`config.mk`:
```
export PLATFORM = sky130hd
export DESIGN_NAME = lsfd_tx
export DESIGN_NICKNAME = d
export VERILOG_FILES = /design/src/hw/rtl/lsfd_pkg.sv /design/src/hw/rtl/lsfd_tx.sv
export SDC_FILE = /design/constraint.sdc
export NUM_CORES = 1
export LEC_CHECK = 0
export BUFFER_PORTS_ARGS = -buffer_cell sky130_fd_sc_hd__clkbuf_2
export CORE_MARGIN = 1
export CORE_UTILIZATION = 48
export DETAILED_ROUTE_END_ITERATION = 12
export PLACE_DENSITY = 0.85
export SLEW_MARGIN = 30
export SYNTH_ARGS = -nofsm -noshare
export SYNTH_HDL_FRONTEND = slang
export SYNTH_SLANG_ARGS = --single-unit
```
`constraint.sdc`:
```
create_clock -name clk_i -period 2.75 [get_ports clk_i]
set_input_delay 0.275 -clock clk_i [delete_from_list [all_inputs] [get_ports clk_i]]
set_output_delay 0.275 -clock clk_i [all_outputs]
set_load 0.05 [all_outputs]
```
`src/hw/rtl/lsfd_pkg.sv`:
```
// Package with shared types, constants and helper functions for the LED strip frame driver.
`timescale 1ns / 1ps
package lsfd_pkg;

  localparam int unsigned MAX_LEDS      = 80;
  localparam int unsigned CHANNEL_COUNT = 8;
  localparam int unsigned STORE_DEPTH   = 240;
  localparam int unsigned MAX_COUNT     =
      (MAX_LEDS < STORE_DEPTH / 3) ? MAX_LEDS : STORE_DEPTH / 3;

  localparam int unsigned IDX_W     = $clog2(STORE_DEPTH + 1);
  localparam int unsigned MEM_DEPTH = 2 * STORE_DEPTH;
  localparam int unsigned ADDR_W    = $clog2(MEM_DEPTH);
  localparam int unsigned TICK_W    = 16;
  localparam int unsigned CFG_IDX_W = 2;

  // Configuration register indexes.
  localparam logic [CFG_IDX_W-1:0] REG_HIGH_ONE  = 2'd0;
  localparam logic [CFG_IDX_W-1:0] REG_HIGH_ZERO = 2'd1;
  localparam logic [CFG_IDX_W-1:0] REG_LOW_ZERO  = 2'd2;
  localparam logic [CFG_IDX_W-1:0] REG_LOW_ONE   = 2'd3;

  localparam logic [TICK_W-1:0] HIGH_ONE_RST  = 16'd16;
  localparam logic [TICK_W-1:0] HIGH_ZERO_RST = 16'd8;
  localparam logic [TICK_W-1:0] LOW_ZERO_RST  = 16'd17;
  localparam logic [TICK_W-1:0] LOW_ONE_RST   = 16'd1;

  typedef struct packed {
    logic [TICK_W-1:0] high_one;
    logic [TICK_W-1:0] high_zero;
    logic [TICK_W-1:0] low_zero;
    logic [TICK_W-1:0] low_one;
  } timing_t;

  typedef struct packed {
    logic              en;
    logic [ADDR_W-1:0] addr;
    logic [7:0]        data;
  } mem_wr_t;

  // Receiver state as it stands after the current byte, before any frame hand-over.
  typedef struct packed {
    logic             frame_ready;
    logic [7:0]       channel;
    logic [IDX_W-1:0] length;
    logic             bank;
  } rx_stat_t;

  typedef struct packed {
    logic [7:0] pins;
    logic       busy;
  } tx_res_t;

  // A programmed length of zero counts as one tick.
  function automatic logic [TICK_W-1:0] at_least_one(input logic [TICK_W-1:0] v);
    return (v == '0) ? TICK_W'(1) : v;
  endfunction

  // Each buffer bank holds one frame; bank one sits above bank zero.
  function automatic logic [ADDR_W-1:0] mem_addr(input logic bank,
                                                 input logic [IDX_W-1:0] idx);
    logic [ADDR_W-1:0] base;
    base = bank ? ADDR_W'(STORE_DEPTH) : '0;
    return base + ADDR_W'(idx);
  endfunction

endpackage

```
`src/hw/rtl/lsfd_tx.sv`:
```
// Pulse transmitter: walks the transmit bank bit by bit and times the high and low phases.
`timescale 1ns / 1ps
module lsfd_tx (
  input  logic                          clk_i,
  input  logic                          rst_ni,
  input  logic                          tick_i,
  input  logic                          take_i,
  input  lsfd_pkg::rx_stat_t            rx_i,
  input  lsfd_pkg::timing_t             timing_i,
  input  logic [7:0]                    rd_data_i,
  output logic                          rd_en_o,
  output logic [lsfd_pkg::ADDR_W-1:0]   rd_addr_o,
  output logic                          active_post_o,
  output logic                          fetch_o,
  output lsfd_pkg::tx_res_t             res_o
);

  logic                          active_q, active_d;
  logic                          high_q, high_d;
  logic [2:0]                    channel_q, channel_d;
  logic [lsfd_pkg::IDX_W-1:0]    length_q, length_d;
  logic [lsfd_pkg::IDX_W-1:0]    byte_idx_q, byte_idx_d;
  logic [lsfd_pkg::IDX_W-1:0]    byte_next;
  logic [lsfd_pkg::IDX_W-1:0]    rd_idx;
  logic [2:0]                    bit_idx_q, bit_idx_d;
  logic [lsfd_pkg::TICK_W-1:0]   timer_q, timer_d;
  logic                          bank_q, bank_d;
  logic [7:0]                    cur_byte_q, cur_byte_d;
  logic                          fetch_q, fetch_d;
  logic                          bit_now;
  logic                          bit_after;

  assign byte_next = byte_idx_q + 1'b1;
  assign bit_now   = cur_byte_q[bit_idx_q];
  assign bit_after = cur_byte_q[bit_idx_q - 3'd1];

  always_comb begin
    active_d   = active_q;
    high_d     = high_q;
    channel_d  = channel_q;
    length_d   = length_q;
    byte_idx_d = byte_idx_q;
    bit_idx_d  = bit_idx_q;
    timer_d    = timer_q;
    bank_d     = bank_q;
    cur_byte_d = cur_byte_q;
    fetch_d    = 1'b0;
    rd_en_o    = 1'b0;
    rd_idx     = byte_next;

    // A new byte has arrived from the buffer; its top bit sets the high phase length.
    if (fetch_q) begin
      cur_byte_d = rd_data_i;
      timer_d    = lsfd_pkg::at_least_one(rd_data_i[7] ? timing_i.high_one :
                                                         timing_i.high_zero);
    end

    if (tick_i && active_q) begin
      if (timer_q > lsfd_pkg::TICK_W'(1)) begin
        timer_d = timer_q - 1'b1;
      end else if (high_q) begin
        high_d  = 1'b0;
        timer_d = lsfd_pkg::at_least_one(bit_now ? timing_i.low_one :
                                                   timing_i.low_zero);
      end else if (bit_idx_q != 3'd0) begin
        bit_idx_d = bit_idx_q - 3'd1;
        high_d    = 1'b1;
        timer_d   = lsfd_pkg::at_least_one(bit_after ? timing_i.high_one :
                                                       timing_i.high_zero);
      end else begin
        bit_idx_d  = 3'd7;
        byte_idx_d = byte_next;
        if (byte_next >= length_q) begin
          active_d = 1'b0;
          timer_d  = '0;
        end else begin
          high_d  = 1'b1;
          fetch_d = 1'b1;
          rd_en_o = 1'b1;
        end
      end
    end

    active_post_o = active_d;

    if (take_i) begin
      channel_d  = rx_i.channel[2:0];
      length_d   = rx_i.length;
      bank_d     = rx_i.bank;
      byte_idx_d = '0;
      bit_idx_d  = 3'd7;
      high_d     = 1'b0;
      timer_d    = '0;
      active_d   = (rx_i.channel < 8'(lsfd_pkg::CHANNEL_COUNT)) && (rx_i.length != '0);
      if (active_d) begin
        high_d  = 1'b1;
        fetch_d = 1'b1;
        rd_en_o = 1'b1;
        rd_idx  = '0;
      end
    end
  end

  assign rd_addr_o  = lsfd_pkg::mem_addr(take_i ? rx_i.bank : bank_q, rd_idx);
  assign fetch_o    = fetch_q;
  assign res_o.busy = active_d;
  assign res_o.pins = (active_d && high_d) ? (8'd1 << channel_d) : 8'd0;

  always_ff @(posedge clk_i or negedge rst_ni) begin
    if (!rst_ni) begin
      active_q   <= 1'b0;
      high_q     <= 1'b0;
      channel_q  <= '0;
      length_q   <= '0;
      byte_idx_q <= '0;
      bit_idx_q  <= 3'd7;
      timer_q    <= '0;
      bank_q     <= 1'b0;
      fetch_q    <= 1'b0;
    end else begin
      active_q   <= active_d;
      high_q     <= high_d;
      channel_q  <= channel_d;
      length_q   <= length_d;
      byte_idx_q <= byte_idx_d;
      bit_idx_q  <= bit_idx_d;
      timer_q    <= timer_d;
      bank_q     <= bank_d;
      fetch_q    <= fetch_d;
    end
  end

  always_ff @(posedge clk_i) begin
    cur_byte_q <= cur_byte_d;
  end

endmodule

```
Word-level counts from Yosys, hierarchy flattened
Cells that the tools add are included.

storage, ports and cells
  logic and storage cells = 86
  register bits after elaboration = 50
  output and inout bits = 21

cells by class
  reduce and logical (&&, ||, !) cells = 11
  $lt $le $gt $ge = 5
  $add $sub $neg = 4
  shifts and indexed selects = 1
  equality and inequality tests = 3
  mux-type cells = 52

operators with widths
  cell                     number
  $mux W16                 13
  $mux W8                  9
  $logic_not A16 Y1        3
  $mux W1                  22
  $mux W3                  6
  $gt A16 B1 Y1 const B    1
  $sub A16 B1 Y16 const B  1
  $add A8 B8 Y9            1
  $add A8 B1 Y8 const B    1
  $ge A8 B8 Y1             1
  $lt A3 B4 Y1 const B     2
  $lt A8 B4 Y1 const B     1
  $reduce_bool A8 Y1       1
  $shl A1 B3 Y8 const A    1
  $bmux W1 S3              2
  $ne A2 B2 Y1 const B     3
  $reduce_and A4 Y1        1
  $logic_and A1 B1 Y1      3
  $reduce_and A3 Y1        1
  $reduce_bool A3 Y1       1
  $sub A3 B1 Y3 const B    1
  $reduce_bool A2 Y1       1

Logic depth before layout (Yosys ltp)
Gate-level depths: netlist of run 1.

  depth in word-level cells = 11
  mapped depth = 11
  depth with buffers taken out = 10

Worst setup path before layout of run 1
No wires, ideal clock.

  kind = reg-to-output
  start = register byte_idx_q[0] (netlist bit)
  end = output port rd_en_o
  data arrival time = 3.275 ns
  slack = -0.800 ns
  required time = 2.475 ns
  stages on the path, launching flop included = 10
  path through = dfrtp_1 -> ha_1 -> nand3_1 -> xnor2_1 -> ha_1 -> a21o_1 -> a2111oi_0 -> o21ai_0 -> and2_1 -> o21ai_0

between the ends
  word-level cells in the longest chain between the ends = 9

ends and longest elaborated chain
  element                 RTL line        text
  start, declared         lsfd_tx.sv:22   logic [lsfd_pkg::IDX_W-1:0] byte_idx_q, byte_idx_d;
  start signal, assigned  lsfd_tx.sv:125  byte_idx_q <= byte_idx_d;
  $add A8 B1 Y8 (*)       lsfd_tx.sv:33   assign byte_next = byte_idx_q + 1'b1;
  $ge A8 B8 Y1 (*)        lsfd_tx.sv:73   if (byte_next >= length_q) begin
  $mux W1 (*)             lsfd_tx.sv:73
  $mux W1 (*)             lsfd_tx.sv:65   end else if (bit_idx_q != 3'd0) begin
  $mux W1 (*)             lsfd_tx.sv:61   end else if (high_q) begin
  $mux W1 (*)             lsfd_tx.sv:59   if (timer_q > lsfd_pkg::TICK_W'(1)) begin
  $mux W1 (*)             lsfd_tx.sv:58   if (tick_i && active_q) begin
  $mux W1                 lsfd_tx.sv:95   if (active_d) begin
  $mux W1 (*)             lsfd_tx.sv:86   if (take_i) begin
  end, declared           lsfd_tx.sv:11   output logic rd_en_o,

Mark *: on every way between the ends. The rest lies on a longest branch, timed or not.

==> results.tsv, run 1 <==
metric	value	unit
status	complete, but fails checks	
violations	negative hold slack, negative setup slack	
dp_cells	670	
multi_input_area	2930	µm²
gr-usage-met1	0.336	
netlist_area	4030	µm²
wl_per_cell	18.5	µm
synthCells	433	
core.rowCount	33	
insertion_delay	0.31	ns
synth_edf_count	8	
cts_tree	done	
yosys.cell_types.count	63	
place_ws	-0.352	ns
portBuffers	113	
gr-usage-all-layers	0.288	
gp_congestion	0.871	
path_clk_slew	0.09	ns
dp_hpwl	9010	µm
timing.final.hold_violations	2	
cts.sinks	50	
clk_path_buf_depth	2	
clockRootBuffer	clkbuf_8	
r2r_cells	13	
layout.nets	693	
synth-main-ff-cell	dfrtp_1	
fmax	0.301	GHz
power_leakage	0.00262	µW
relSlewSlack	0.473	
worstMarginPinSlew	0.787	ns
initial_core_util	0.493	
vias	4221	
synth_top_family_by_area	simple AND/OR/NAND/NOR gates	
drive_gt1_frac	0.436	
arrival	3.04	ns
routed_wl	12700	µm
htreeDepth	2	
grt_max_degree	43	
mappedNetlistNets	545	
synth_fa_ha_area_frac	0.0577	
nFillCells	585	
finalClockSkew	0.00977	ns
ant_nets	0	
synth.avg_cell_area	9.31	µm²
cts_buffers	5	
grt_pass1_wl	19600	µm
period_needed	3.32	ns
grt_pass1_vias	4149	
synth_compound_area_frac	0.153	
use_met3	0.0585	
fin_crit_sh	1.21	
cts_hold_buffers	0	
powerDensity	315	nW/µm²
synthMuxAreaShare	0.172	
synthArstFlopShare	0.840	
path_class	flop to output pin	
fp.dieArea	8770	µm²
ys_ff_latch	50	
hold_class	input port to async pin	
die_h	93.6	µm
rsz0062_at_grt	true	
area_delta_synth_final	40.5	%
diodes	0	
synth-simple-area-share	0.197	
drt_iter0_drc	341	
finalSetupTns	-11.57	ns
yosys_warnings	0	
ys_seq_area_frac	0.321	
grt-ovfl-total	0	
r2r_slack	-0.41	ns
die_x	93.6	µm
core_area	8180	µm²
use_met2	0.502	
critPathRequiredTime	2.48	ns
r2r_start	byte_idx_q[1]	
vias_per_cell	6.14	
fin_ws	-0.567	ns
finalSetupViolCount	29	
critPathLaunch	byte_idx_q[1]	
peakVddDrop	199	µV
first_pass_iters	6	
ios	115	
drv_cap	0	
post_layout_nonfiller_instances	687	
worstPathMaxFanout	4	
antenna_found_initial	0	
grt.busiest_layer	met2	
register_area	1300	µm²
synthXorXnorAreaFrac	0.0609	
fin_util	0.693	
drc	0	
start_kind	flop	
slew_viol_final	0	
end_kind	output pin	
fin_hold_ws	-0.000939	ns
-- stage by stage --
step | cell area, µm² | power [µW]
3_3_place_gp | 5170 | 1280
3_5_place_dp | 5170 | 1300
2_1_floorplan | 4160 | 1090
5_1_grt | 5660 | 1870
6_report | 5660 | 1790
4_1_cts | 5570 | 1770
-- worst max-delay path, stage by stage (launching register included) --
cell       delay, ns
dfrtp_1         0.42
buf_4           0.15
nand2_1         0.06
nor2_2          0.14
xor2_1          0.27
ha_1            0.34
a2111oi_4       0.38
o21ai_2         0.14
a31oi_2         0.20
buf_4           0.17
a31oi_4         0.16
nor2_4          0.15
buf_8           0.15
-- synthesized netlist by cell type, types with 2 or more instances --
| master | number | area share |
|---|---|---|
| nand2_1 | 42 | 0.039 |
| dfrtp_1 | 39 | 0.24 |
| nor2_1 | 36 | 0.034 |
| mux2i_1 | 33 | 0.082 |
| o21ai_0 | 28 | 0.035 |
| mux2_2 | 23 | 0.064 |
| nor4_1 | 18 | 0.028 |
| ha_1 | 17 | 0.053 |
| xor2_1 | 16 | 0.035 |
| clkbuf_1 | 15 | 0.014 |
| inv_1 | 15 | 0.014 |
| xnor2_1 | 12 | 0.026 |
| and2_1 | 10 | 0.016 |
| edfxtp_1 | 8 | 0.060 |
| o221ai_1 | 8 | 0.017 |
| nand4_1 | 7 | 0.011 |
| a21o_1 | 6 | 0.011 |
| a22oi_1 | 6 | 0.011 |
| nand3_1 | 6 | 0.0075 |
| nor3_1 | 6 | 0.0075 |
| and3_1 | 5 | 0.0078 |
| nor2b_1 | 5 | 0.0078 |
| o21ai_1 | 5 | 0.0062 |
| a222oi_1 | 4 | 0.0099 |
| mux4_2 | 4 | 0.022 |
| nand2b_1 | 4 | 0.0062 |
| o21bai_1 | 4 | 0.0075 |
| a21oi_1 | 3 | 0.0037 |
| a31oi_1 | 3 | 0.0047 |
| dfstp_2 | 3 | 0.020 |
| a221o_1 | 2 | 0.0050 |
| a221oi_1 | 2 | 0.0043 |
| a41oi_1 | 2 | 0.0043 |
| and4_1 | 2 | 0.0043 |
| buf_2 | 2 | 0.0025 |
| buf_6 | 2 | 0.0056 |
| o22a_1 | 2 | 0.0043 |
| o22ai_1 | 2 | 0.0031 |
| or2_2 | 2 | 0.0031 |
-- cell families (layout without fill, tap and decap cells) --
family,count (synthesis),count (layout)
AO/OA/AOI/OAI,87,87
XOR/XNOR,28,28
adder cells (fa/ha/maj),18,18
buffers and inverters,35,184
flip-flops,50,50
multiplexers,61,61
AND/OR/NAND/NOR,154,154
-- metal layers --
layer  share of wire  up-vias
met3           0.086       42
met1            0.39     2023
met5               0        -
met4           0.034        0
li1                -     1915
met2            0.49      241
-- power by group --
part           switching, µW  total [µW]  internal (µW)  leakage [µW]
registers               15.6         792            776      0.000621
logic                    301         542            241       0.00196
clock network            249         453            204     0.0000482
-- area by class of cell --
cell class | count | area share
multi-input combinational | 348 | 0.517
tap | 105 | 0.0232
clock inverter | 1 | 0.000884
clock buffer | 7 | 0.0152
inverter | 15 | 0.00994
sequential | 50 | 0.229
timing repair buffer | 161 | 0.205
-- final timing paths --
kind | endpoint
min reg2reg | length_q[2]
min | timer_q[0]
max reg2reg | timer_q[3]
min in group clk_i | cur_byte_q[2]
max in group asynchronous | byte_idx_q[2]
max | res_o[2]
-- cell usage in the layout (no fill, tap or decap), types with 5 or more instances in the layout --
cell type	count
a21o_1	6
a22oi_1	6
and2_1	6
buf_12	8
buf_4	43
buf_8	9
clkbuf_2	97
clkbuf_8	6
dfrtp_1	38
edfxtp_1	8
ha_1	14
inv_1	15
mux2_2	23
mux2i_1	32
nand2_1	42
nand3_1	5
nand4_1	7
nor2_1	26
nor2_4	9
nor2b_1	5
nor3_1	6
nor4_1	18
o21ai_0	26
o21ai_2	6
o221ai_2	8
xnor2_1	11
xor2_1	14
-- timing repair --
item,in CTS,in global routing
pin swaps,25,14
cloned,1,0
buffers inserted,5,3
gates resized for setup,50,19
setup endpoints to repair,29,30
-- flip-flops by register name (all words and copies together), names as in the netlist --
signal	count
channel_q	3
bit_idx_q	3
timer_q	16
length_q	8
fetch_o	1
cur_byte_q	8
active_q	1
bank_q	1
high_q	1
byte_idx_q	8
(Power assumes the default switching activity.)
==> run 2, diff against run 1 <==
--- a/config.mk
+++ b/config.mk
@@ -10,6 +10,7 @@
 export CORE_UTILIZATION = 48
 export DETAILED_ROUTE_END_ITERATION = 12
 export PLACE_DENSITY = 0.85
+export RECOVER_POWER = 100
 export SLEW_MARGIN = 30
 export SYNTH_ARGS = -nofsm -noshare
 export SYNTH_HDL_FRONTEND = slang
==> run 2 against run 1 <==
Against the previous run:
- the flow finishes with violations (max-capacitance violations, max-slew violations, negative setup slack)
- highest routed layer unchanged
- first-iteration DRC count is 10% higher
- sequential power hardly changed
- fmax rose by 0.11%
- clock skew shrank 0.00095 ns
- count of clock-buffer cells in the layout unchanged
- cell count did not move
- die area unchanged
- largest power group unchanged
- design area fell by 0.44%
- sequential share of layout area is 0.10 points higher
- routed wire length decreased by 0.20%
==> results.tsv, run 2 (same netlist as run 1, synthesis figures left out) <==
metric	value	unit	change
slew_viol_final	43		+43
timing.final.hold_violations	0		-2
place_ws	-0.352	ns	unchanged
worstPathMaxFanout	4		unchanged
routed_wl	12700	µm	-0.20%
critPathRequiredTime	2.48	ns	about the same
powerDensity	317	nW/µm²	+0.49%
clk_path_buf_depth	2		unchanged
arrival	3.04	ns	about the same
power_leakage	0.00259	µW	-1.2%
dp_cells	670		unchanged
path_class	flop to output pin		
top_register	timer_q		
first_pass_iters	7		+1
post_layout_nonfiller_instances	687		unchanged
post-route-cell-area	5640	µm²	-0.44%
ios	115		unchanged
cts.sinks	50		unchanged
grt_pass1_wl	19600	µm	unchanged
finalClockSkew	0.00881	ns	-0.000955 ns
final_common_cell	clkbuf_2		
post_dp_cell_area	5170	µm²	unchanged
core.rowCount	33		unchanged
worstMarginPinSlew	2.43	ns	+1.64 ns
grt_max_degree	43		unchanged
cts_buffers	5		unchanged
htreeDepth	2		unchanged
fmax	0.302	GHz	+0.11%
gr-usage-all-layers	0.288		unchanged
end_kind	output pin		
drv_cap	1		+1
path_clk_slew	0.09	ns	about the same
fp.dieArea	8770	µm²	unchanged
start_kind	flop		
insertion_delay	0.31	ns	about the same
period_needed	3.31	ns	-0.00360 ns
vias	4163		-1.4%
initial_core_util	0.493		unchanged
relSlewSlack	-0.619		-1.09
diodes	0		unchanged
rsz0062_at_grt	true		
die_h	93.6	µm	unchanged
violations	max-capacitance violations, max-slew violations, negative setup slack		
p_total	1790	µW	about the same
fin_ws	-0.563	ns	+0.00360 ns
layout.nets	693		unchanged
grt-ovfl-total	0		unchanged
wl_per_cell	18.5	µm	-0.20%
antenna_found_initial	0		unchanged
portBuffers	113		unchanged
hold_class	input port to flop		
finalSetupViolCount	29		unchanged
die_x	93.6	µm	unchanged
core_area	8180	µm²	unchanged
vias_per_cell	6.06		-1.4%
gp_congestion	0.871		unchanged
drive_gt1_frac	0.418		-0.0189
area_delta_synth_final	39.9	%	
largest_register_ffs	16		unchanged
dp_hpwl	9010	µm	unchanged
peakVddDrop	199	µV	about the same
clockRootBuffer	clkbuf_8		
ant_nets	0		unchanged
most-common-layout-cells	clkbuf_2, nand2_1, buf_4		
drt_iter0_drc	376		+10%
grt_pass1_vias	4149		unchanged
status	complete, but fails checks		
drc	0		unchanged
cts_hold_buffers	0		unchanged
fin_crit_sh	1.20		-0.00131
cts_tree	done		
[run 2: changes by cell type in the layout (fill, tap and decap cells not counted)]
cell      delta
clkbuf_1     +9
clkbuf_4     -1
nor4b_1      +1
clkbuf_2     -6
mux2_1       +1
mux2_2       -1
buf_4        -2
nor4b_2      -1
[run 2: final cells by class]
type	count	area, µm²
Timing Repair Buffer	161	1140
Inverter	15	56.3
Multi-Input combinational cell	348	2920
Clock inverter	1	5.00
Sequential cell	50	1300
Tap cell	105	131
Clock buffer	7	86.3
Fill cell	592	2540
[run 2: power breakdown]
group          internal (µW)  switching [µW]
sequential               776            15.5
combinational            240             300
clock                    204             253
[run 2: worst max-delay path, stage by stage, from the launching register on]
cell,delay [ns]
dfrtp_1,0.42
buf_4,0.15
nand2_1,0.06
nor2_2,0.14
xor2_1,0.27
ha_1,0.34
a2111oi_4,0.38
o21ai_2,0.14
a31oi_2,0.20
buf_4,0.17
a31oi_4,0.16
nor2_4,0.15
buf_8,0.15
[run 2: layer usage]
layer	GRT usage	vias to the layer above	wire length [µm]
met3	0.0585	47	1140
met5	0	-	0
met4	0.136	0	470
met2	0.502	237	6170
li1	-	1908	-
met1	0.336	1971	4910
[run 2: path summary, 6_finish.rpt]
kind	from	slack, ns	depth (start not counted)	end
max	byte_idx_q[1]	-0.56	12	res_o[2]
min	rd_data_i[3]	0.14	1	cur_byte_q[3]
max reg2reg	byte_idx_q[1]	-0.39	13	timer_q[9]
min reg2reg	length_q[2]	0.54	2	length_q[2]
max in group asynchronous	rst_ni	0.50	1	byte_idx_q[2]
min in group asynchronous	rst_ni	0.70	1	timer_q[3]
[run 2: stage by stage]
step / util / TNS [ns] / hold slack [ns]
after global placement: 0.632 / -2.58 / 0.454
after global routing: 0.690 / -13.75 / 0.127
final: 0.690 / -11.19 / 0.140
after floorplan: - / -2.09 / -0.0206
after CTS: 0.681 / -8.50 / 0.0214
after detailed placement: 0.632 / -5.87 / 0.354
[run 2: repair_timing]
action / in CTS / in global routing
endpoints found under the setup margin: 29 / 30
gates resized for setup: 50 / 19
cloned: 1 / 0
pin swaps: 25 / 14
buffers inserted: 5 / 3
endpoints found under the hold margin: 0 / 0
==> run 3, diff against run 2 <==
--- a/config.mk
+++ b/config.mk
@@ -6,10 +6,10 @@
 export NUM_CORES = 1
 export LEC_CHECK = 0
 export BUFFER_PORTS_ARGS = -buffer_cell sky130_fd_sc_hd__clkbuf_2
-export CORE_MARGIN = 1
-export CORE_UTILIZATION = 48
+export CORE_UTILIZATION = 49
+export CTS_BUF_LIST = sky130_fd_sc_hd__clkbuf_4 sky130_fd_sc_hd__clkbuf_8
 export DETAILED_ROUTE_END_ITERATION = 12
-export PLACE_DENSITY = 0.85
+export PLACE_DENSITY = 0.86
 export RECOVER_POWER = 100
 export SLEW_MARGIN = 30
 export SYNTH_ARGS = -nofsm -noshare
==> run 3 against run 2 <==
Against the previous run:
- the run ends with negative setup slack left
- non-clock buffer count up 3
- design area down 0.13%
- combinational power down 1%
- worst hold slack worse by 0.019 ns
- total power up 0.17%
- core utilization up 2.8 points
- via count up 3.1%
- cell count unchanged
- setup slack better by 0.090 ns
- routed wire length up 4.0%
- first-iteration DRC count down 18%
- critical path type unchanged
- largest cell class unchanged
==> results.tsv, run 3 (same netlist as run 1, synthesis figures left out) <==
metric	value	unit	change
clockRootBuffer	clkbuf_8		
end_kind	output pin		
powerDensity	318	nW/µm²	+0.31%
path_clk_slew	0.11	ns	+0.02 ns
diodes	0		unchanged
fin_crit_sh	1.17		-0.0326
core_area	7850	µm²	-4.0%
ios	115		unchanged
place_ws	-0.274	ns	+0.0777 ns
fmax	0.310	GHz	+2.8%
grt_pass1_wl	20600	µm	+5.1%
cp.depth	12		unchanged
hold_path_depth	1		unchanged
dp_cells	666		-0.60%
htreeDepth	2		unchanged
cts.sinks	50		unchanged
gr-usage-met1	0.332		-0.00449
gr-usage-all-layers	0.304		+0.0160
grt-ovfl-total	0		unchanged
drt_iter0_drc	308		-18%
antenna_found_initial	0		unchanged
status	complete, but fails checks		
cp_cell_sequence	ha_4 > nand3_4 > xnor2_2 > ha_1 > a21o_1 > a2111oi_4 > o21ai_2 > a31oi_2 > buf_4 > a31oi_4 > nor2_4 > buf_8		
die_h	92.7	µm	-1.0%
path_class	flop to output pin		
critPathRequiredTime	2.48	ns	about the same
fin_ws	-0.473	ns	+0.0897 ns
wl_per_cell	19.2	µm	+4.0%
cts_tree	done		
timing.final.hold_violations	0		unchanged
fin_util	0.718		+0.0279
violations	negative setup slack		
gp_congestion	0.925		+6.1%
layout.nets	696		+0.43%
drive_gt1_frac	0.424		+0.00641
r2r_cells	13		unchanged
final_common_cell	clkbuf_2		
period_needed	3.22	ns	-0.0897 ns
routed_wl	13200	µm	+4.0%
drv_cap	0		-1
grt_pass1_vias	4460		+7.5%
hold_class	input port to flop		
arrival	2.95	ns	-0.09 ns
top_register	timer_q		
use_met3	0.0525		-0.00599
vias	4294		+3.1%
critical_path.slowest_cell	dfrtp_1		
largest_register_ffs	16		unchanged
crit_family	compound AO/OA/AOI/OAI gates		
first_pass_iters	5		-2
slowest_delay	0.41	ns	about the same
use_met2	0.559		+0.0568
portBuffers	113		unchanged
rsz0062_at_grt	true		
insertion_delay	0.32	ns	about the same
post_layout_nonfiller_instances	687		unchanged
finalClockSkew	0.0155	ns	+0.00671 ns
most-common-layout-cells	clkbuf_2, nand2_1, buf_4		
drc	0		unchanged
worstMarginPinSlew	1.27	ns	-1.16 ns
grt_max_degree	43		unchanged
finalSetupViolCount	31		+6.9%
power_leakage	0.00258	µW	-0.60%
peakVddDrop	191	µV	-4.0%
initial_core_util	0.514		+0.0206
die_x	92.7	µm	-1.0%
worstPathMaxFanout	4		unchanged
slew_viol_final	0		-100%
r2r_slack	-0.34	ns	+0.05 ns
ant_nets	0		unchanged
core.rowCount	32		-3.0%
critPathBufInv	2		-1
fp.dieArea	8590	µm²	-2.0%
relSlewSlack	0.155		+0.774
vias_per_cell	6.25		+3.1%
cts_buffers	5		unchanged
grt.busiest_layer	met2		
start_kind	flop		
area_delta_synth_final	39.7	%	
clk_path_buf_depth	2		unchanged
dp_hpwl	9400	µm	+4.3%
run 3: cell types whose count changed in the layout (fill, tap and decap cells not counted), sizes merged:
cell / before / now
inv: 15 / 16
clkinvlp: 0 / 1
dlygate4sd3: 0 / 1
run 3: worst paths after layout:
| path | from | to |
|---|---|---|
| worst min-delay path | rd_data_i[2] | cur_byte_q[2] |
| worst max-delay path | byte_idx_q[0] | res_o[8] |
| worst max register to register | byte_idx_q[0] | timer_q[1] |
| max in group asynchronous | rst_ni | byte_idx_q[2] |
| min in group asynchronous | rst_ni | timer_q[11] |
| worst min register to register | length_q[5] | length_q[5] |
run 3: repair_timing:
item / in CTS / in global routing
setup endpoints to repair: 29 / 33
pin swaps: 23 / 14
buffers inserted: 12 / 3
hold buffers: 1 / 0
resized for setup: 53 / 35
hold endpoints to repair: 8 / 0
run 3: area by class of cell:
type	instances	area, µm²
clock buffer	5	68.8
inverter	15	56.3
multi-input combinational	348	2940
timing repair buffer	164	1120
sequential	50	1300
tap	102	128
fill	568	2220
clock inverter	3	25.0
run 3: where the power goes:
part,total (µW),internal [µW],switching (µW)
Sequential,791,776,15.3
Combinational,534,231,303
Clock,465,184,281
run 3: routing by layer:
layer / up-vias / share of wire
met5: - / 0
met3: 65 / 0.074
met4: 0 / 0.043
met1: 2058 / 0.37
met2: 262 / 0.51
li1: 1909 / -
run 3: stage by stage:
| step | TNS, ns | power [µW] | hold slack, ns | instance area, µm² |
|---|---|---|---|---|
| 6_report | -10.28 | 1790 | 0.121 | 5630 |
| 5_1_grt | -12.97 | 1860 | 0.105 | 5630 |
| 4_1_cts | -9.28 | 1780 | 0.112 | 5530 |
| 3_5_place_dp | -5.22 | 1280 | 0.345 | 5090 |
| 3_3_place_gp | -2.17 | 1260 | 0.453 | 5090 |
| 2_1_floorplan | -2.09 | 1090 | -0.0206 | 4160 |
