### src/hw/rtl/lsfd_pkg.sv
// Package with shared types, constants and helper functions for the LED strip frame driver.
`timescale 1ns / 1ps
package lsfd_pkg;

  localparam int unsigned MAX_LEDS      = 80;
  localparam int unsigned CHANNEL_COUNT = 8;
  localparam int unsigned STORE_DEPTH   = 240;
  localparam int unsigned MAX_COUNT     =
      (MAX_LEDS < STORE_DEPTH / 3) ? MAX_LEDS : STORE_DEPTH / 3;

  localparam int unsigned IDX_W     = $clog2(STORE_DEPTH + 1);
  localparam int unsigned MEM_DEPTH = 2 * STORE_DEPTH;
  localparam int unsigned ADDR_W    = $clog2(MEM_DEPTH);
  localparam int unsigned TICK_W    = 16;
  localparam int unsigned CFG_IDX_W = 2;

  // Configuration register indexes.
  localparam logic [CFG_IDX_W-1:0] REG_HIGH_ONE  = 2'd0;
  localparam logic [CFG_IDX_W-1:0] REG_HIGH_ZERO = 2'd1;
  localparam logic [CFG_IDX_W-1:0] REG_LOW_ZERO  = 2'd2;
  localparam logic [CFG_IDX_W-1:0] REG_LOW_ONE   = 2'd3;

  localparam logic [TICK_W-1:0] HIGH_ONE_RST  = 16'd16;
  localparam logic [TICK_W-1:0] HIGH_ZERO_RST = 16'd8;
  localparam logic [TICK_W-1:0] LOW_ZERO_RST  = 16'd17;
  localparam logic [TICK_W-1:0] LOW_ONE_RST   = 16'd1;

  typedef struct packed {
    logic [TICK_W-1:0] high_one;
    logic [TICK_W-1:0] high_zero;
    logic [TICK_W-1:0] low_zero;
    logic [TICK_W-1:0] low_one;
  } timing_t;

  typedef struct packed {
    logic              en;
    logic [ADDR_W-1:0] addr;
    logic [7:0]        data;
  } mem_wr_t;

  // Receiver state as it stands after the current byte, before any frame hand-over.
  typedef struct packed {
    logic             frame_ready;
    logic [7:0]       channel;
    logic [IDX_W-1:0] length;
    logic             bank;
  } rx_stat_t;

  typedef struct packed {
    logic [7:0] pins;
    logic       busy;
  } tx_res_t;

  // A programmed length of zero counts as one tick.
  function automatic logic [TICK_W-1:0] at_least_one(input logic [TICK_W-1:0] v);
    return (v == '0) ? TICK_W'(1) : v;
  endfunction

  // Each buffer bank holds one frame; bank one sits above bank zero.
  function automatic logic [ADDR_W-1:0] mem_addr(input logic bank,
                                                 input logic [IDX_W-1:0] idx);
    logic [ADDR_W-1:0] base;
    base = bank ? ADDR_W'(STORE_DEPTH) : '0;
    return base + ADDR_W'(idx);
  endfunction

endpackage

### src/hw/rtl/lsfd_rx.sv
// Command receiver: parses channel, LED count and colour bytes into the receive bank.
`timescale 1ns / 1ps
module lsfd_rx (
  input  logic                 clk_i,
  input  logic                 rst_ni,
  input  logic                 byte_valid_i,
  input  logic [7:0]           byte_i,
  input  logic                 take_i,
  output lsfd_pkg::rx_stat_t   stat_o,
  output lsfd_pkg::mem_wr_t    wr_o
);

  typedef enum logic [1:0] {
    PH_CHANNEL = 2'd0,
    PH_COUNT   = 2'd1,
    PH_DATA    = 2'd2
  } rx_phase_e;

  rx_phase_e                      phase_q, phase_d;
  logic [7:0]                     channel_q, channel_d;
  logic [lsfd_pkg::IDX_W-1:0]     length_q, length_d;
  logic [lsfd_pkg::IDX_W-1:0]     pos_q, pos_d;
  logic [lsfd_pkg::IDX_W-1:0]     pos_inc;
  logic [lsfd_pkg::IDX_W-1:0]     count;
  logic                           ready_q, ready_d;
  logic                           bank_q, bank_d;
  logic                           ready_post;
  logic [lsfd_pkg::IDX_W-1:0]     length_post;

  assign pos_inc = pos_q + 1'b1;

  always_comb begin
    phase_d   = phase_q;
    channel_d = channel_q;
    length_d  = length_q;
    pos_d     = pos_q;
    ready_d   = ready_q;
    bank_d    = bank_q;
    wr_o      = '0;
    count     = (byte_i > 8'(lsfd_pkg::MAX_COUNT)) ?
                lsfd_pkg::IDX_W'(lsfd_pkg::MAX_COUNT) : lsfd_pkg::IDX_W'(byte_i);

    if (byte_valid_i && !ready_q) begin
      unique case (phase_q)
        PH_CHANNEL: begin
          channel_d = byte_i;
          phase_d   = PH_COUNT;
        end
        PH_COUNT: begin
          length_d = (count << 1) + count;
          pos_d    = '0;
          phase_d  = PH_DATA;
          ready_d  = (length_d == '0);
        end
        default: begin
          wr_o.en   = (pos_q < lsfd_pkg::IDX_W'(lsfd_pkg::STORE_DEPTH));
          wr_o.addr = lsfd_pkg::mem_addr(bank_q, pos_q);
          wr_o.data = byte_i;
          pos_d     = pos_inc;
          ready_d   = (pos_inc >= length_q);
        end
      endcase
    end

    ready_post  = ready_d;
    length_post = length_d;

    // The transmitter takes the finished bank and the receiver moves to the other one.
    if (take_i) begin
      ready_d = 1'b0;
      phase_d = PH_CHANNEL;
      pos_d   = '0;
      bank_d  = ~bank_q;
    end
  end

  assign stat_o.frame_ready = ready_post;
  assign stat_o.channel     = channel_d;
  assign stat_o.length      = length_post;
  assign stat_o.bank        = bank_q;

  always_ff @(posedge clk_i or negedge rst_ni) begin
    if (!rst_ni) begin
      phase_q   <= PH_CHANNEL;
      channel_q <= '0;
      length_q  <= '0;
      pos_q     <= '0;
      ready_q   <= 1'b0;
      bank_q    <= 1'b0;
    end else begin
      phase_q   <= phase_d;
      channel_q <= channel_d;
      length_q  <= length_d;
      pos_q     <= pos_d;
      ready_q   <= ready_d;
      bank_q    <= bank_d;
    end
  end

endmodule

### config.mk
export PLATFORM = sky130hd
export DESIGN_NAME = lsfd_rx
export DESIGN_NICKNAME = d
export VERILOG_FILES = /design/src/hw/rtl/lsfd_pkg.sv /design/src/hw/rtl/lsfd_rx.sv
export SDC_FILE = /design/constraint.sdc
export NUM_CORES = 1
export LEC_CHECK = 0
export BUFFER_PORTS_ARGS = -buffer_cell sky130_fd_sc_hd__buf_2
export CORE_UTILIZATION = 45
export DETAILED_ROUTE_END_ITERATION = 10
export HOLD_SLACK_MARGIN = 0.02
export PLACE_DENSITY = 0.69
export SLEW_MARGIN = 20
export SYNTH_ARGS = -nofsm -noshare
export SYNTH_HDL_FRONTEND = slang
export SYNTH_SLANG_ARGS = --single-unit
### constraint.sdc
create_clock -name clk_i -period 4.9 [get_ports clk_i]
set_input_delay 0.245 -clock clk_i [delete_from_list [all_inputs] [get_ports clk_i]]
set_output_delay 0.245 -clock clk_i [all_outputs]
set_load 0.05 [all_outputs]
# Word level (Yosys, flattened, before mapping)
# Index checks and enable logic that the tools add are counted.
dict set report classes {
  n_addsub 3
  order_cmp 3
  eq_ne 2
  mux 17
  bitwise 1
  reduce_logical 9
}
# operator n
set op_table {}
lappend op_table {{$mux W8} 8}
lappend op_table {{$mux W18} 2}
lappend op_table {{$pmux W8 S2} 1}
lappend op_table {{$add A8 B8 Y9} 1}
lappend op_table {{$add A8 B1 Y8 const B} 1}
lappend op_table {{$add A8 B8 Y8} 1}
lappend op_table {{$ge A8 B8 Y1} 1}
lappend op_table {{$gt A8 B7 Y1 const B} 1}
lappend op_table {{$logic_not A8 Y1} 1}
lappend op_table {{$lt A8 B8 Y1 const B} 1}
lappend op_table {{$mux W2} 2}
lappend op_table {{$pmux W2 S2} 1}
lappend op_table {{$reduce_and A2 Y1} 2}
lappend op_table {{$reduce_bool A3 Y1} 1}
lappend op_table {{$eq A2 B1 Y1 const B} 1}
lappend op_table {{$logic_not A2 Y1} 1}
lappend op_table {{$mux W1} 2}
lappend op_table {{$ne A2 B2 Y1 const B} 1}
lappend op_table {{$pmux W1 S2} 1}
lappend op_table {{$reduce_bool A2 Y1} 1}
lappend op_table {{$reduce_or A2 Y1} 1}
lappend op_table {{$logic_and A1 B1 Y1} 1}
lappend op_table {{$logic_not A1 Y1} 1}
lappend op_table {{$not A1 Y1} 1}
dict set report word_totals {
  regBits 28
  input_bits 12
  output_inout_bits 36
  word_cells 41
}

# Longest topological paths before layout
# Gate-level depths: netlist (run 1).
dict set report depth {
  depth_word 7
  ltp_mapped 12
  mapped_depth_nobuf 11
}

# Worst setup path before layout (run 1)
# No wires, ideal clock.
dict set report synth_timing {
  path_kind {input to register}
  startpoint {input port byte_i[5]}
  endpoint {register length_q[6] in the netlist's numbering}
  setup_time_ps 249
  t_arrival_ps 3021
  t_required_ps 4651
  setup_slack_ps 1630
  cell_stages 7
  path_buffers 0
  cell_sequence {o21a_1 > or3_2 > ha_1 > or3b_2 > o211ai_1 > nor3_1 > o21ai_0}
}
# item line
set synth_lines {}
lappend synth_lines {{start, declared} lsfd_rx.sv:7} ;# input logic [7:0] byte_i,
lappend synth_lines {{end signal, assigned} lsfd_rx.sv:93} ;# length_q <= length_d;
lappend synth_lines {{end, declared} lsfd_rx.sv:21} ;# logic [lsfd_pkg::IDX_W-1:0] length_q, length_d;

==> results.sh, run 1 <==
export IMPL_placed_area_sq_mm=0.00231
export IMPL_vias_per_cell=5.38
export IMPL_rows=24
export IMPL_worst_path_max_delay_cell="a2111oi_2"
export IMPL_max_stage_delay_ns=0.49
export IMPL_synthesis_nets=252
export IMPL_stdcell_area_sq_mm=0.00238
export IMPL_worstPathArrival_ns=3.19
export IMPL_port_buffers=47
export IMPL_cts_root_buf="clkbuf_8"
export IMPL_avgSynthCellArea_sq_um=9.37
export IMPL_cts_sinks=28
export IMPL_multiInputGateArea_sq_mm=0.00126
export IMPL_start_util_pct=46.9
export IMPL_syn_area_sq_mm=0.00204
export IMPL_maxSlewViolCount=0
export IMPL_die_area_sq_mm=0.00481
export IMPL_tightest_slew_ns=0.688
export IMPL_synth_enable_flop_cells=0
export IMPL_n_antenna_cell=0
export IMPL_async_flop_share_pct=100
export IMPL_tritoncts="done"
export IMPL_seqCellArea_sq_um=701
export IMPL_gp_congestion=0.862
export IMPL_status="completed"
export IMPL_slew_headroom_pct=54.2
export IMPL_synth_seq_cells=28
export IMPL_cts_buffers=3
export IMPL_nFillCells=401
export IMPL_layout_drive_gt1_share_pct=25.8
export IMPL_syn_inst=218
export IMPL_first_pass_iters=4
export IMPL_grt_pass1_vias=1540
export IMPL_nNetsFinal=299
export IMPL_synth_top_flop_cell="dfrtp_1"
export IMPL_period_needed_ns=3.44
export IMPL_hold_path_class="input port to flop"
export IMPL_post_cts_buffers=0
export IMPL_placed_cells=311
export IMPL_rsz0062_at_grt="no"
export IMPL_core_area_sq_mm=0.00435
export IMPL_leakage_nw=1.26
export IMPL_die_w_microns=69.4
export IMPL_ant_nets=0
export IMPL_tns_ns=0
export IMPL_p_per_area_mw_per_mm2=392
export IMPL_timing_critical_path_buf_inv=3
export IMPL_area_growth_pct=16.4
export IMPL_setup_slack_ns=1.46
export IMPL_routedWlPerCell_microns=14.2
export IMPL_ios=48
export IMPL_max_cap_violations=0
export IMPL_required_ns=4.66
export IMPL_synth_cell_types=47
export IMPL_fmax_ghz=0.291
export IMPL_grt_overflow_total=0
export IMPL_critPathTopFamily="simple AND/OR/NAND/NOR gates"
export IMPL_period_share_pct=70.1
export IMPL_end_kind="output port"
export IMPL_grt_start_max_net_pins=29
export IMPL_dp_hpwl_mm=3.53
export IMPL_worstSetupPathType="input port to output port"
export IMPL_preCtsSetupSlack_ns=1.48
export IMPL_holdWs_ns=0.226
export IMPL_routed_wl_mm=4.49
export IMPL_grt_pass1_wl_mm=7.31
export IMPL_worstSkewPairLatency_ns=0.28
export IMPL_ir_drop_mv=0.228
export IMPL_setup_violations=0
export IMPL_clk_pin_slew_ns=0.10
export IMPL_drt_iter0_drc=75
export IMPL_final_cells=316
export IMPL_vias=1699
export IMPL_antenna_found_initial=0
export IMPL_clock_path_buffers=2
export IMPL_drc=0
export IMPL_clock_skew_ns=0.00330
export IMPL_die_h_microns=69.4
export IMPL_yosysWarnings=0
export IMPL_track_usage_pct=18.9
export IMPL_worstPathMaxFanout=5
export IMPL_cts_max_level=1
export IMPL_synth_seq_area_share_pct=34.3
export IMPL_hold_viol=0
export IMPL_crit_chain="buf_2 > o21a_1 > nor2_1 > nand2_1 > inv_1 > ha_1 > fa_1 > nand3_1 > or4_4 > mux2i_1 > a2111oi_2 > mux2_2 > buf_2"
export IMPL_path_common_cell="buf_2"
export IMPL_start_kind="input port"
-- worst paths after layout --
kind                                     end  cells after the start  slack [ns]          from
worst max-delay path               stat_o[8]                     13        1.46     byte_i[5]
worst min-delay path              phase_q[1]                      2        0.23        take_i
worst max register to register       ready_q                     10        2.29      pos_q[0]
worst min register to register  channel_q[2]                      1        0.50  channel_q[2]
max in group asynchronous         phase_q[0]                      2        3.97        rst_ni
min in group asynchronous       channel_q[2]                      2        0.52        rst_ni
-- metal layers --
metal  GRT usage [%]  wire (microns)  vias to the layer above  share of wire [%]
li1                -               -                      861                  -
met1            26.0            2190                      792                 49
met2            31.3            2090                       44                 47
met3            4.22             184                        2                4.1
met4            2.72              21                        0               0.47
met5               0               0                        -                  0
-- logic make-up after synthesis --
logic type | Yosys count | share of synthesized area [%]
and+or+nand+nor | 83 | 21.3
AOI/OAI and AO/OA | 44 | 15.7
DFF | 28 | 34.3
adders and majority gates | 22 | 14.2
buffers and inverters | 19 | 3.92
xor gates and xnor gates | 12 | 5.14
muxes | 10 | 5.45
-- repair_timing --
| action | 4_1_cts | 5_1_grt |
|---|---|---|
| hold buffers | 1 | 0 |
| endpoints found under the hold margin | 28 | 0 |
| resized for setup | 0 | 0 |
-- synth_stat cells (4+ instances only) --
library cell | number | area, sq um
dfrtp_1 | 28 | 701
ha_1 | 20 | 250
nand2_1 | 20 | 75.1
and2_1 | 16 | 100
nor2_1 | 16 | 60.1
inv_1 | 13 | 48.8
o21ai_0 | 11 | 55.1
mux2_2 | 9 | 101
a21oi_1 | 7 | 35.0
xnor2_1 | 7 | 61.3
a22o_1 | 6 | 52.6
nand3_1 | 6 | 30.0
a21o_1 | 5 | 37.5
xor2_1 | 5 | 43.8
nand2b_1 | 4 | 25.0
-- state kept, by name, summed over array words and instances, names as in the netlist --
signal / count
phase_q: 2
ready_q: 1
bank_q: 1
length_q: 8
pos_q: 8
channel_q: 8
-- placed cells by master (no fill, tap or decap), drive strengths merged, types with 3 or more instances in the layout --
master,synthesis,layout
nand2,20,20
ha,20,20
a21o,5,5
nor3,3,3
a21oi,7,7
dfrtp,28,28
and2,16,16
and3,3,3
xor2,5,5
mux2,9,9
buf,2,47
inv,13,13
clkbuf,4,4
or2,4,4
nand2b,4,4
a22o,6,6
nand3,6,6
nor2,16,16
o21ai,11,11
xnor2,7,7
-- power breakdown --
group | switching, mW | total (mW) | internal, mW
clock network | 0.0748 | 0.147 | 0.0720
registers | 0.0304 | 0.314 | 0.284
logic | 0.342 | 0.471 | 0.129
total | 0.447 | 0.932 | 0.485
-- layout make-up --
type                    instances  area share (%)
well taps                      52            2.74
inverters                      13            2.05
multi-input cells             171            53.1
clock buffers                   4            2.32
repair buffers                 48            10.3
flip-flops and latches         28            29.5
-- per-stage QoR --
step	utilization, %	total power [mW]
finish	54.6	0.932
detailed placement	53.1	0.791
floorplan	-	0.691
CTS	54.6	0.939
global placement	53.1	0.785
global route	54.6	0.986
(Power assumes the default switching activity.)
==> inputs of run 2 (changes only) <==
--- a/config.mk
+++ b/config.mk
@@ -5,6 +5,7 @@
 export SDC_FILE = /design/constraint.sdc
 export NUM_CORES = 1
 export LEC_CHECK = 0
+export ABC_AREA = 1
 export BUFFER_PORTS_ARGS = -buffer_cell sky130_fd_sc_hd__buf_2
 export CORE_UTILIZATION = 45
 export DETAILED_ROUTE_END_ITERATION = 10
==> constraint.sdc (replaced) <==
create_clock -name clk_i -period 3.3 [get_ports clk_i]
set_input_delay 0.165 -clock clk_i [delete_from_list [all_inputs] [get_ports clk_i]]
set_output_delay 0.165 -clock clk_i [all_outputs]
set_load 0.05 [all_outputs]
==> run 2 against run 1 <==
Effect of this change: via count increased by 11%; non-clock buffer count up 1; first-iteration DRC count grew 4.0%; critical endpoint is now stat_o[17]; core utilization is 0.25 points higher; worst hold slack got worse by 0.097 ns; clock skew is 0.0013 ns lower; global-route usage grew 0.61 points; routed wire length fell by 0.13%; largest cell class unchanged.
==> results.sh, run 2 <==
export IMPL_layout_common_cells="nand2_1, buf_2, inv_1"
export IMPL_tightest_slew_ns=0.632
export IMPL_status="completed"
export IMPL_placed_cells=373
export IMPL_nFillCells=444
export IMPL_worstPathArrival_ns=2.82
export IMPL_synth_top_cell_area_share_pct=34.0
export IMPL_reg2reg_depth=14
export IMPL_rr_startpoint="pos_q[2]"
export IMPL_grt_overflow_total=0
export IMPL_synth_cell_types=32
export IMPL_end_kind="output port"
export IMPL_worstSetupPathType="flop to output port"
export IMPL_cts_max_level=1
export IMPL_period_needed_ns=2.98
export IMPL_clk_pin_slew_ns=0.09
export IMPL_largest_registers="channel_q x8, length_q x8, pos_q x8"
export IMPL_start_kind="flop"
export IMPL_core_area_sq_mm=0.00438
export IMPL_worstSkewPairLatency_ns=0.27
export IMPL_clock_path_buffers=2
export IMPL_cts_sinks=28
export IMPL_syn_area_sq_mm=0.00206
export IMPL_layout_drive_gt1_share_pct=22.1
export IMPL_routed_wl_mm=4.49
export IMPL_synth_most_common_cell="nand2_1"
export IMPL_cts_buffers=3
export IMPL_r2r_end="ready_q"
export IMPL_die_h_microns=69.7
export IMPL_drt_iter0_drc=78
export IMPL_rows=24
export IMPL_die_area_sq_mm=0.00486
export IMPL_final_cells=378
export IMPL_synth_seq_area_share_pct=34.0
export IMPL_antenna_found_initial=0
export IMPL_synth_area_top_cells="dfrtp_1, ha_1, nand2_1"
export IMPL_syn_inst=278
export IMPL_dp_hpwl_mm=3.64
export IMPL_fmax_ghz=0.335
export IMPL_track_usage_pct=19.5
export IMPL_yosys_area_top_type="dfrtp_1"
export IMPL_whs_path_depth=2
export IMPL_hold_end="ready_q"
export IMPL_first_pass_iters=4
export IMPL_rrSetupSlack_ns=0.85
export IMPL_port_buffers=47
export IMPL_mostFrequentLayoutCell="nand2_1"
export IMPL_synthesis_nets=312
export IMPL_min_from="take_i"
export IMPL_die_w_microns=69.7
export IMPL_leakage_nw=1.38
export IMPL_n_antenna_cell=0
export IMPL_gp_congestion=0.932
export IMPL_synth_seq_cells=28
export IMPL_ios=48
export IMPL_synth_top_flop_cell="dfrtp_1"
export IMPL_netlist_top_cells_count="nand2_1, inv_1, nor2_1"
export IMPL_synth_enable_flop_cells=0
export IMPL_nNetsFinal=362
export IMPL_clock_skew_ns=0.00204
export IMPL_yosysWarnings=0
export IMPL_tns_ns=0
export IMPL_routedWlPerCell_microns=11.9
export IMPL_vias_per_cell=4.99
export IMPL_async_flop_share_pct=100
export IMPL_tritoncts="done"
export IMPL_vias=1888
export IMPL_period_share_pct=90.4
export IMPL_start_util_pct=47.0
export IMPL_drc=0
export IMPL_ir_drop_mv=0.413
export IMPL_worstPathMaxFanout=3
export IMPL_rsz0062_at_grt="no"
export IMPL_area_growth_pct=16.6
export IMPL_grt_pass1_wl_mm=7.73
export IMPL_startpoint="pos_q[2]"
export IMPL_maxSlewViolCount=0
export IMPL_grt_start_max_net_pins=29
export IMPL_grt_pass1_vias=1754
export IMPL_max_cap_violations=0
export IMPL_slew_headroom_pct=57.8
export IMPL_setup_violations=0
export IMPL_hold_path_class="input port to flop"
export IMPL_required_ns=3.13
export IMPL_cts_root_buf="clkbuf_8"
export IMPL_hold_viol=0
export IMPL_avgSynthCellArea_sq_um=7.42
export IMPL_p_per_area_mw_per_mm2=558
export IMPL_ant_nets=0
==> run 2: changes by cell type after synthesis, sizes merged, moves of 4 or more <==
cell    delta
nand2     +45
a22o       -6
a21oi      +4
nor2      +22
o21ai     +14
nand4      +4
xnor2      -7
and2      -16
inv       +36
nand2b     -4
mux2       -9
or2        -4
a21o       -5
==> run 2: stage by stage <==
step	area (sq um)	worst slack (ns)	power (mW)	hold WS, ns	utilization (%)
floorplan	2060	0.341	1.02	-0.131	-
global placement	2340	0.450	1.16	0.224	53.4
detailed placement	2340	0.314	1.17	0.218	53.4
CTS	2390	0.271	1.36	0.127	54.5
global route	2400	0.0218	1.44	0.133	54.9
finish	2400	0.315	1.34	0.130	54.9
==> run 2: cells by family (layout without fill, tap and decap cells) <==
kind of cell               count (synthesis)  in the layout  share of synthesized area, %
AOI/OAI and AO/OA                         44             44                          12.2
xor gates and xnor gates                   8              8                          3.40
adders and majority gates                 22             22                          14.1
buffers and inverters                     54            102                          10.2
DFF                                       28             28                          34.0
and+or+nand+nor                          122            122                          26.2
==> run 2: critical path, stage by stage, from the launching register on <==
cell and delay (ns):
dfrtp_1 0.41, inv_2 0.07, nor3_4 0.22, nand4_1 0.13
nor2_1 0.13, xor2_1 0.21, inv_1 0.07, ha_1 0.29
a21oi_1 0.15, o21a_1 0.14, nand3_1 0.12, o21ai_0 0.19
inv_1 0.08, nand2_2 0.08, nand2_1 0.05, buf_2 0.20
==> run 2: repair_timing <==
item	CTS	global route
hold endpoints to repair	28	0
hold buffers	1	0
endpoints found under the setup margin	0	1
resized for setup	0	1
setup buffers	0	1
==> run 2: how the worst max path moves through the flow <==
stage,to,slack (ns)
after floorplan,length_q[6],0.34
after CTS,stat_o[17],0.27
after global routing,stat_o[17],0.02
final,stat_o[17],0.32
after detailed placement,stat_o[17],0.31
after global placement,stat_o[17],0.45
==> run 2: cell type report <==
class / instances / area, sq um / area share (%)
inverters: 50 / 188 / 7.80
repair buffers: 49 / 253 / 10.5
clock buffers: 3 / 41.3 / 1.72
well taps: 52 / 65.1 / 2.71
multi-input cells: 196 / 1160 / 48.1
flip-flops and latches: 28 / 701 / 29.1
==> run 2: per-layer routing <==
layer / wire, microns / vias to the layer above / track usage [%] / part of all wire [%]
li1: - / 982 / - / -
met1: 2250 / 862 / 26.9 / 50
met2: 2000 / 37 / 31.8 / 44
met3: 162 / 7 / 2.91 / 3.6
met4: 80 / 0 / 6.00 / 1.8
met5: 0 / - / 0 / 0
==> run 2: power breakdown <==
| group | switching (mW) | total [mW] | internal (mW) |
|---|---|---|---|
| combinational | 0.532 | 0.699 | 0.168 |
| clock | 0.0994 | 0.181 | 0.0819 |
| sequential | 0.0421 | 0.462 | 0.420 |
==> inputs of run 3 (changes only) <==
--- a/config.mk
+++ b/config.mk
@@ -7,10 +7,10 @@
 export LEC_CHECK = 0
 export ABC_AREA = 1
 export BUFFER_PORTS_ARGS = -buffer_cell sky130_fd_sc_hd__buf_2
-export CORE_UTILIZATION = 45
+export CORE_UTILIZATION = 40
 export DETAILED_ROUTE_END_ITERATION = 10
 export HOLD_SLACK_MARGIN = 0.02
-export PLACE_DENSITY = 0.69
+export PLACE_DENSITY = 0.63
 export SLEW_MARGIN = 20
 export SYNTH_ARGS = -nofsm -noshare
 export SYNTH_HDL_FRONTEND = slang
==> run 3 against run 2 <==
Effect of this change: clock skew grew 0.0095 ns; combinational power hardly changed; cell count is 4.0% higher; critical path type unchanged; worst setup slack got worse by 0.0096 ns; sequential power is essentially flat; largest cell class unchanged; clock power grew 49%; flip-flop and latch count unchanged; first-iteration DRC count increased by 50%; core utilization shrank 4.4 points; global-route usage down 1.2 points; routed wire length fell by 1.2%; critical path depth is 1 higher.
==> results.sh, run 3 (same netlist as run 2, synthesis figures left out) <==
export IMPL_vias=1834
export IMPL_grt_overflow_total=0
export IMPL_whs_path_depth=2
export IMPL_ios=48
export IMPL_n_antenna_cell=0
export IMPL_clock_skew_ns=0.0116
export IMPL_r2r_end="ready_q"
export IMPL_cts_sinks=28
export IMPL_period_share_pct=90.7
export IMPL_nNetsFinal=361
export IMPL_tightest_slew_ns=0.641
export IMPL_p_int_mw=0.750
export IMPL_min_from="take_i"
export IMPL_worstPathMaxFanout=4
export IMPL_swShare_pct=47.6
export IMPL_maxSlewViolCount=0
export IMPL_dp_hpwl_mm=3.60
export IMPL_routedWlPerCell_microns=11.3
export IMPL_gp_congestion=0.871
export IMPL_p_comb_share_pct=48.9
export IMPL_clkPwrFrac_pct=18.9
export IMPL_hold_end="ready_q"
export IMPL_core_area_sq_mm=0.00485
export IMPL_rows=25
export IMPL_path_common_cell="inv_1"
export IMPL_drc=0
export IMPL_setup_violations=0
export IMPL_first_pass_iters=4
export IMPL_cts_max_level=1
export IMPL_p_per_area_mw_per_mm2=585
export IMPL_p_total_mw=1.43
export IMPL_mostFrequentLayoutCell="nand2_1"
export IMPL_start_util_pct=42.5
export IMPL_setup_slack_ns=0.306
export IMPL_worstPathArrival_ns=2.83
export IMPL_status="completed"
export IMPL_rrSetupSlack_ns=0.84
export IMPL_max_cap_violations=0
export IMPL_worst_path_max_delay_cell="dfrtp_1"
export IMPL_p_seq_share_pct=32.2
export IMPL_drt_iter0_drc=117
export IMPL_worstSkewPairLatency_ns=0.28
export IMPL_routed_wl_mm=4.43
export IMPL_vias_per_cell=4.67
export IMPL_tritoncts="done"
export IMPL_period_needed_ns=2.99
export IMPL_final_cells=393
export IMPL_clk_pin_slew_ns=0.10
export IMPL_grt_pass1_vias=1694
export IMPL_track_usage_pct=18.4
export IMPL_layout_drive_gt1_share_pct=22.1
export IMPL_cts_buffers=3
export IMPL_nFillCells=475
export IMPL_area_growth_pct=18.6
export IMPL_fmax_ghz=0.334
export IMPL_clock_path_buffers=2
export IMPL_largest_registers="channel_q x8, length_q x8, pos_q x8"
export IMPL_max_stage_delay_ns=0.40
export IMPL_antenna_found_initial=0
export IMPL_worstSetupPathType="flop to output port"
export IMPL_grt_pass1_wl_mm=7.66
export IMPL_ir_drop_mv=0.385
export IMPL_grt_start_max_net_pins=29
export IMPL_ant_nets=0
export IMPL_preCtsSetupSlack_ns=0.387
export IMPL_required_ns=3.13
export IMPL_reg2reg_depth=14
export IMPL_placed_cells=388
export IMPL_slew_headroom_pct=57.3
export IMPL_cts_root_buf="clkbuf_8"
export IMPL_end_kind="output port"
export IMPL_layout_common_cells="nand2_1, buf_2, inv_1"
export IMPL_crit_chain="inv_1 > nor3_4 > nand4_1 > nor2_1 > xor2_1 > inv_1 > ha_1 > nand2_1 > nor2_1 > nand4_1 > nand3_1 > o21ai_0 > inv_1 > nand2_2 > nand2_1 > buf_2"
export IMPL_rsz0062_at_grt="no"
export IMPL_hold_viol=0
export IMPL_rr_startpoint="pos_q[0]"
export IMPL_tns_ns=0
export IMPL_die_h_microns=73.8
export IMPL_netSwitchingPower_mw=0.681
export IMPL_die_w_microns=73.8
export IMPL_start_kind="flop"
export IMPL_die_area_sq_mm=0.00545
export IMPL_hold_path_class="input port to flop"
export IMPL_leakage_nw=1.39
export IMPL_port_buffers=47
-- run 3: cell count changes in the layout (fill, tap and decap cells not counted), sizes merged --
cell | before | now
buf | 48 | 47
bufinv | 0 | 1
-- run 3: area by class of cell --
| cell class | instances | area [sq um] | area share, % |
|---|---|---|---|
| clock buffer | 3 | 41.3 | 1.69 |
| clock inverter | 1 | 30.0 | 1.23 |
| inverter | 50 | 188 | 7.67 |
| multi-input combinational | 196 | 1160 | 47.3 |
| sequential | 28 | 701 | 28.6 |
| tap | 67 | 83.8 | 3.43 |
| timing repair buffer | 48 | 245 | 10.0 |
-- run 3: how the worst max path moves through the flow --
stage               slack, ns  depth (start not counted)          end  startpoint
floorplan                0.34                         13  length_q[6]   byte_i[0]
global route             0.03                         16   stat_o[17]    pos_q[0]
finish                   0.31                         16   stat_o[17]    pos_q[0]
global placement         0.46                         18   stat_o[17]   byte_i[0]
CTS                      0.21                         15   stat_o[17]    pos_q[0]
detailed placement       0.39                         18   stat_o[17]   byte_i[0]
-- run 3: worst max-delay path: cells and delay by family (launching register included) --
family	cells	cell delay (ns)
AO/OA/AOI/OAI	1	0.08
XOR/XNOR	1	0.20
adder cells (fa/ha/maj)	1	0.29
buffers and inverters	4	0.53
flip-flops	1	0.40
AND/OR/NAND/NOR	9	1.04
-- run 3: layer usage --
layer	up-vias	GRT usage, %	share of wire, %
li1	979	-	-
met1	814	25.3	53
met2	33	29.2	42
met3	8	2.47	2.8
met4	0	7.26	2.2
met5	-	0	0
-- run 3: stage by stage --
stage / area, sq um / hold slack [ns] / utilization (%)
after floorplan: 2060 / -0.131 / -
after global placement: 2360 / 0.230 / 48.6
after detailed placement: 2360 / 0.236 / 48.6
after CTS: 2440 / 0.137 / 50.3
after global routing: 2450 / 0.131 / 50.5
final: 2450 / 0.139 / 50.5
-- run 3: what timing repair did --
item / in CTS / in global routing
hold endpoints to repair: 28 / 0
gates resized for setup: 0 / 1
hold buffers: 1 / 0
setup buffers: 0 / 0
endpoints found under the setup margin: 0 / 1
-- run 3: power groups by stage --
stage | clock (mW) | sequential [mW] | combinational, mW
after floorplan | 0 | 0.462 | 0.562
after global placement | 0 | 0.467 | 0.699
after detailed placement | 0 | 0.469 | 0.701
after CTS | 0.276 | 0.462 | 0.705
after global routing | 0.292 | 0.475 | 0.767
final | 0.270 | 0.461 | 0.699
